**src/hdl/aet_pkg.sv**
```systemverilog
// Shared types, constants and helpers for the adjacency edge table.
package aet_pkg;

	localparam int MAX_VERTICES = 256;
	localparam int MAX_DEGREE   = 16;

	localparam int OP_W   = 3;
	localparam int VERT_W = 8;
	localparam int ST_W   = 3;
	localparam int DEG_W  = $clog2(MAX_DEGREE + 1);
	localparam int VIDX_W = $clog2(MAX_VERTICES);
	localparam int NB_DEPTH = MAX_VERTICES * MAX_DEGREE;
	localparam int NB_AW  = $clog2(NB_DEPTH);

	typedef logic [VERT_W-1:0] vert_t;
	typedef logic [VIDX_W-1:0] vidx_t;
	typedef logic [DEG_W-1:0]  deg_t;
	typedef logic [NB_AW-1:0]  nb_addr_t;
	typedef logic [OP_W-1:0]   op_t;

	typedef enum logic [OP_W-1:0] {
		OP_ADD_UND = 3'd0,
		OP_ADD_DIR = 3'd1,
		OP_REMOVE  = 3'd2,
		OP_CHECK   = 3'd3,
		OP_CLEAR   = 3'd4
	} op_code_t;

	typedef enum logic [ST_W-1:0] {
		ST_DONE    = 3'd0,
		ST_FOUND   = 3'd1,
		ST_ABSENT  = 3'd2,
		ST_BADVERT = 3'd3,
		ST_FULL    = 3'd4,
		ST_INCONS  = 3'd5
	} rsp_code_t;

	// Controller to datapath
	typedef struct packed {
		logic      load_in;
		logic      deg_rd;
		logic      sel_b;
		logic      cap_deg_a;
		logic      cap_deg_b;
		logic      clear;
		logic      add;
		logic      scan_start;
		logic      start_after_pa;
		logic      store_pb;
		logic      drop_start;
		logic      pos_pb;
		logic      load_out;
		rsp_code_t res_code;
	} dp_cmd_t;

	// Datapath to controller
	typedef struct packed {
		op_t  op;
		logic verts_ok;
		logic a_eq_b;
		logic room_und;
		logic room_dir;
		logic scan_done;
		logic scan_hit;
		logic shift_done;
		logic out_free;
	} dp_sts_t;

	// Flat address of entry pos in the list of vertex v
	function automatic nb_addr_t nb_addr(vidx_t v, deg_t pos);
		return nb_addr_t'(v) * nb_addr_t'(MAX_DEGREE) + nb_addr_t'(pos);
	endfunction

endpackage

```
**src/hdl/aet_ctrl.sv**
```systemverilog
// Controller: sequences degree reads, adds, list scans and shifts per request item.
module aet_ctrl (
	input  logic             clk,
	input  logic             arst_n,
	input  logic             req_valid,
	output logic             req_ready,
	input  aet_pkg::dp_sts_t sts,
	output aet_pkg::dp_cmd_t cmd
);

	typedef enum logic [14:0] {
		S_IDLE     = 15'h0001,
		S_RD_A     = 15'h0002,
		S_RD_B     = 15'h0004,
		S_EVAL     = 15'h0008,
		S_DISPATCH = 15'h0010,
		S_ADD1     = 15'h0020,
		S_ADD2     = 15'h0040,
		S_FIND_A   = 15'h0080,
		S_START2   = 15'h0100,
		S_FIND2    = 15'h0200,
		S_DROP1    = 15'h0400,
		S_SHIFT1   = 15'h0800,
		S_DROP2    = 15'h1000,
		S_SHIFT2   = 15'h2000,
		S_RESP     = 15'h4000
	} state_t;

	state_t             state_q, state_d;
	aet_pkg::rsp_code_t code_q, code_d;

	always_comb begin
		state_d   = state_q;
		code_d    = code_q;
		cmd       = '0;
		cmd.res_code = code_q;
		req_ready = 1'b0;

		case (state_q)
			S_IDLE: begin
				req_ready = 1'b1;
				if (req_valid) begin
					cmd.load_in = 1'b1;
					state_d     = S_RD_A;
				end
			end
			S_RD_A: begin
				cmd.deg_rd = 1'b1;
				state_d    = S_RD_B;
			end
			S_RD_B: begin
				cmd.deg_rd    = 1'b1;
				cmd.sel_b     = 1'b1;
				cmd.cap_deg_a = 1'b1;
				state_d       = S_EVAL;
			end
			S_EVAL: begin
				cmd.cap_deg_b = 1'b1;
				state_d       = S_DISPATCH;
			end
			S_DISPATCH: begin
				code_d  = aet_pkg::ST_DONE;
				state_d = S_RESP;
				case (sts.op)
					aet_pkg::OP_CLEAR: begin
						cmd.clear = 1'b1;
					end
					aet_pkg::OP_ADD_UND, aet_pkg::OP_ADD_DIR: begin
						if (!sts.verts_ok) begin
							code_d = aet_pkg::ST_BADVERT;
						end else if ((sts.op == aet_pkg::OP_ADD_UND) ? sts.room_und
								: sts.room_dir) begin
							state_d = S_ADD1;
						end else begin
							code_d = aet_pkg::ST_FULL;
						end
					end
					aet_pkg::OP_REMOVE, aet_pkg::OP_CHECK: begin
						if (!sts.verts_ok) begin
							code_d = aet_pkg::ST_BADVERT;
						end else begin
							cmd.scan_start = 1'b1;
							state_d        = S_FIND_A;
						end
					end
					default: begin
						code_d = aet_pkg::ST_DONE;
					end
				endcase
			end
			S_ADD1: begin
				cmd.add = 1'b1;
				code_d  = aet_pkg::ST_DONE;
				state_d = (sts.op == aet_pkg::OP_ADD_UND) ? S_ADD2 : S_RESP;
			end
			S_ADD2: begin
				// self-loop puts both entries in the first vertex's list
				cmd.add   = 1'b1;
				cmd.sel_b = !sts.a_eq_b;
				state_d   = S_RESP;
			end
			S_FIND_A: begin
				if (sts.scan_done) begin
					if (!sts.scan_hit) begin
						code_d  = aet_pkg::ST_ABSENT;
						state_d = S_RESP;
					end else if (sts.op == aet_pkg::OP_CHECK) begin
						code_d  = aet_pkg::ST_FOUND;
						state_d = S_RESP;
					end else begin
						state_d = S_START2;
					end
				end
			end
			S_START2: begin
				// reverse entry, or the second copy for a self-loop
				cmd.scan_start     = 1'b1;
				cmd.sel_b          = !sts.a_eq_b;
				cmd.start_after_pa = sts.a_eq_b;
				cmd.store_pb       = 1'b1;
				state_d            = S_FIND2;
			end
			S_FIND2: begin
				if (sts.scan_done) begin
					if (!sts.scan_hit) begin
						code_d  = aet_pkg::ST_INCONS;
						state_d = S_RESP;
					end else begin
						state_d = S_DROP1;
					end
				end
			end
			S_DROP1: begin
				// later position goes first so the earlier one stays put
				cmd.drop_start = 1'b1;
				cmd.sel_b      = !sts.a_eq_b;
				cmd.pos_pb     = 1'b1;
				state_d        = S_SHIFT1;
			end
			S_SHIFT1: begin
				if (sts.shift_done) begin
					state_d = S_DROP2;
				end
			end
			S_DROP2: begin
				cmd.drop_start = 1'b1;
				state_d        = S_SHIFT2;
			end
			S_SHIFT2: begin
				if (sts.shift_done) begin
					code_d  = aet_pkg::ST_DONE;
					state_d = S_RESP;
				end
			end
			S_RESP: begin
				if (sts.out_free) begin
					cmd.load_out = 1'b1;
					state_d      = S_IDLE;
				end
			end
			default: begin
				state_d = S_IDLE;
			end
		endcase
	end

	always_ff @(posedge clk or negedge arst_n) begin
		if (!arst_n) begin
			state_q <= S_IDLE;
			code_q  <= aet_pkg::ST_DONE;
		end else begin
			state_q <= state_d;
			code_q  <= code_d;
		end
	end

endmodule

```
**config.mk**
```make
export PLATFORM = sky130hd
export DESIGN_NAME = aet_ctrl
export DESIGN_NICKNAME = d
export VERILOG_FILES = /design/src/hdl/aet_pkg.sv /design/src/hdl/aet_ctrl.sv
export SDC_FILE = /design/constraint.sdc
export NUM_CORES = 1
export LEC_CHECK = 0
export BUFFER_PORTS_ARGS = -buffer_cell sky130_fd_sc_hd__buf_2
export CORE_MARGIN = 4
export CORE_UTILIZATION = 50
export CTS_BUF_LIST = sky130_fd_sc_hd__clkbuf_2 sky130_fd_sc_hd__clkbuf_4 sky130_fd_sc_hd__clkbuf_8
export DETAILED_ROUTE_END_ITERATION = 8
export PLACE_DENSITY = 0.74
export SKIP_LAST_GASP = 1
export SYNTH_ARGS = -nofsm -noshare
export SYNTH_HDL_FRONTEND = slang
export SYNTH_SLANG_ARGS = --single-unit
export TNS_END_PERCENT = 100
```
**constraint.sdc**
```tcl
create_clock -name clk -period 2.6 [get_ports clk]
set_clock_uncertainty 0.2 [all_clocks]
set_input_delay 0.13 -clock clk [delete_from_list [all_inputs] [get_ports clk]]
set_output_delay 0.13 -clock clk [all_outputs]
set_load 0.03 [all_outputs]
```
==> run summary <==
outcome = completed
Mapped Area = 1460 µm²
fin nets = 229
share of layout cells above drive strength 1 = 32.2%
area of the multi-input gates = 950 µm²
Max Cap Violations = 0
first-pass GRT wire length = 6860 µm
diode count = 0
die area = 3850 µm²
most common cell after layout, fill and taps aside = buf_2
vias in the first global route = 1,503
Synth cell types = 51
pin count of the biggest net entering global routing = 19
maximum VDD drop = 0.578 mV
Worst R2R Start = state_q[6]$_DFFE_PN0P_
worst slew pin tran = 0.515 ns
HP Class = primary input to asynchronous set/reset pin
initial core utilization = 52.5%
Worst R2R End = code_q[1]$_DFFE_PN0P_
Syn Nets = 178
root buffer cell = clkbuf_4
final RePlAce weighted congestion = 0.931
post-layout min period = 2.45 ns
R2R setup slack = 0.18 ns
die span in y = 62.0 µm
worst slack at placement = 0.203 ns
Post-Synthesis Cells = 164
WL final = 4160 µm
filler cell count = 245
htree depth = 1
Vias = 1,591
top fanout value on the critical path = 13
Crit path max-delay family = simple AND/OR/NAND/NOR gates
most frequent cells in the layout = buf_2, dfrtp_1, nand2_1
max-slew violation count = 0
ranking of synthesized cells by area = dfrtp_1, nor4b_1, nor4_4
later-pin clock latency in the skew report = 0.30 ns
DR WL/cell = 17.0 µm
Final Non-Filler Cells = 245
CP peak stage delay = 0.46 ns
antenna violations before repair = 0
DRC = 0
routed vias/inst = 6.49
Slew HR = 65.2%
antenna viol nets, final = 0
Cell Pwr Density = 683 nW/µm²
largest area contributor in the netlist = dfrtp_1
CP max-delay cell = dfrtp_2
fin worst setup slack = 0.153 ns
Cell Rows = 19
Synth top area share = 29.2%
Static Leak = 0.923 nW
GRT Util Overall = 24.1%
warning count from the yosys run = 0
Post-synth EDFFs = 0
clk sink count = 18
HPWL after DPL = 3150 µm
Seq/Total Area, Yosys = 31.0%
Startpoint Class = register
clock transition at the registers of the reported paths = 0.12 ns
# setup viols final = 0
core area = 2780 µm²
CP Cell Sequence = nor4_4 -> buf_6 -> and3_1 -> and4b_1 -> and2_1 -> buf_2
fin crit share = 94.1%
# IOs = 31
Req. time, crit path = 2.27 ns
Pre-antenna DRT Iters = 5
CTS Buf Count = 3
CP Data Arrival Time = 2.12 ns
Max Fclk = 0.409 GHz
DR iter-0 viols = 115
prevailing post-synth register cell = dfrtp_1
CTS tree = done
WP buf/inv = 2
FF+latch area = 453 µm²
Final Hold Fails = 0
clk buf depth = 2
Crit Path Class = register to output pin
die width = 62.0 µm
Area Growth Syn to Fin = 28.0%
Mapped Avg Cell Area = 8.90 µm²
CP endpoint kind = output pin
Post-synth ARST share = 100%
cell count after placement = 226
synthesized flop and latch total = 18
I/O Buffers = 30
Worst Reg-to-Reg Cells = 5
global route overflow = 0
## worst max path at each step
| stage | from | endpoint | slack (ns) | cells past startpoint |
|---|---|---|---|---|
| 2_1_floorplan | state_q[8]$_DFFE_PN0P_ | cmd[10] | 0.02 | 4 |
| 3_3_place_gp | state_q[1]$_DFFE_PN0P_ | code_q[0]$_DFFE_PN0P_ | 0.25 | 5 |
| 3_5_place_dp | state_q[6]$_DFFE_PN0P_ | code_q[2]$_DFFE_PN0P_ | 0.20 | 5 |
| 4_1_cts | state_q[7]$_DFFE_PN0P_ | cmd[13] | 0.08 | 6 |
| 5_1_grt | state_q[5]$_DFFE_PN0P_ | cmd[7] | -0.02 | 6 |
| 6_report | state_q[5]$_DFFE_PN0P_ | cmd[7] | 0.15 | 6 |
## timing repair
item	CTS	global route
endpoints found under the hold margin	26	0
setup endpoints to repair	2	4
buffers inserted	4	1
pin swaps	1	2
hold buffers	10	0
gates resized for setup	0	5
## kinds of logic after synthesis
family	count (synthesis)	synth area share [%]
muxes	4	3.09
buffers and inverters	14	4.97
DFF	18	31.0
xor gates and xnor gates	3	1.80
AOI/OAI and AO/OA	27	12.8
and+or+nand+nor	98	46.4
## synthesized netlist by cell type (2+ instances only)
master    number
buf_2          5
o22ai_1        3
nand4_2        2
nor4_1         8
nand2b_1       4
nor4b_1       11
nand3b_1       2
inv_1          5
or2_2          2
nand4_1        6
nand2_1       14
or3_1          3
a211oi_1       2
o21ai_0        6
xor2_1         2
clkbuf_2       2
nor2_1         9
nor3_1         5
and2_1         3
mux2_1         3
and3_1         2
o31ai_1        2
nand3_1        8
dfrtp_1       17
nor2b_1        2
a21oi_1        3
nor4_4         3
a22oi_1        3
nor3b_1        5
## through the flow
stage / hold slack (ns) / power (mW) / setup TNS (ns) / area (µm²) / util [%]
after floorplan: -0.366 / 0.848 / 0 / 1460 / -
after global placement: -0.117 / 1.00 / 0 / 1670 / 60.2
after detailed placement: -0.109 / 1.01 / 0 / 1670 / 60.2
after CTS: 0.0963 / 1.26 / 0 / 1840 / 66.2
after global routing: 0.110 / 1.36 / -0.0230 / 1870 / 67.1
final: 0.0845 / 1.28 / 0 / 1870 / 67.1
## layout make-up
type	count	share of cell area, %
multi-input cells	132	50.9
well taps	31	2.08
clock buffers	4	1.94
flip-flops and latches	18	24.3
repair buffers	55	19.8
inverters	5	1.01
## state kept, by name (all words and copies together) (netlist names)
signal,cells
state_q,15
code_q,3
## per-layer routing
| metal | vias to the layer above | track usage [%] | routed length (µm) |
|---|---|---|---|
| met1 | 756 | 32.3 | 1650 |
| met4 | 0 | 9.39 | 81 |
| met5 | - | 0 | 0 |
| met2 | 86 | 39.5 | 2070 |
| met3 | 9 | 2.89 | 354 |
| li1 | 740 | - | - |
## power by group
group	internal [mW]	switching, mW	total [mW]	leakage [nW]
registers	0.327	0.0597	0.386	0.244
logic	0.300	0.409	0.709	0.658
clock network	0.0855	0.0952	0.181	0.0210
Power figures use the tool's default switching activity.
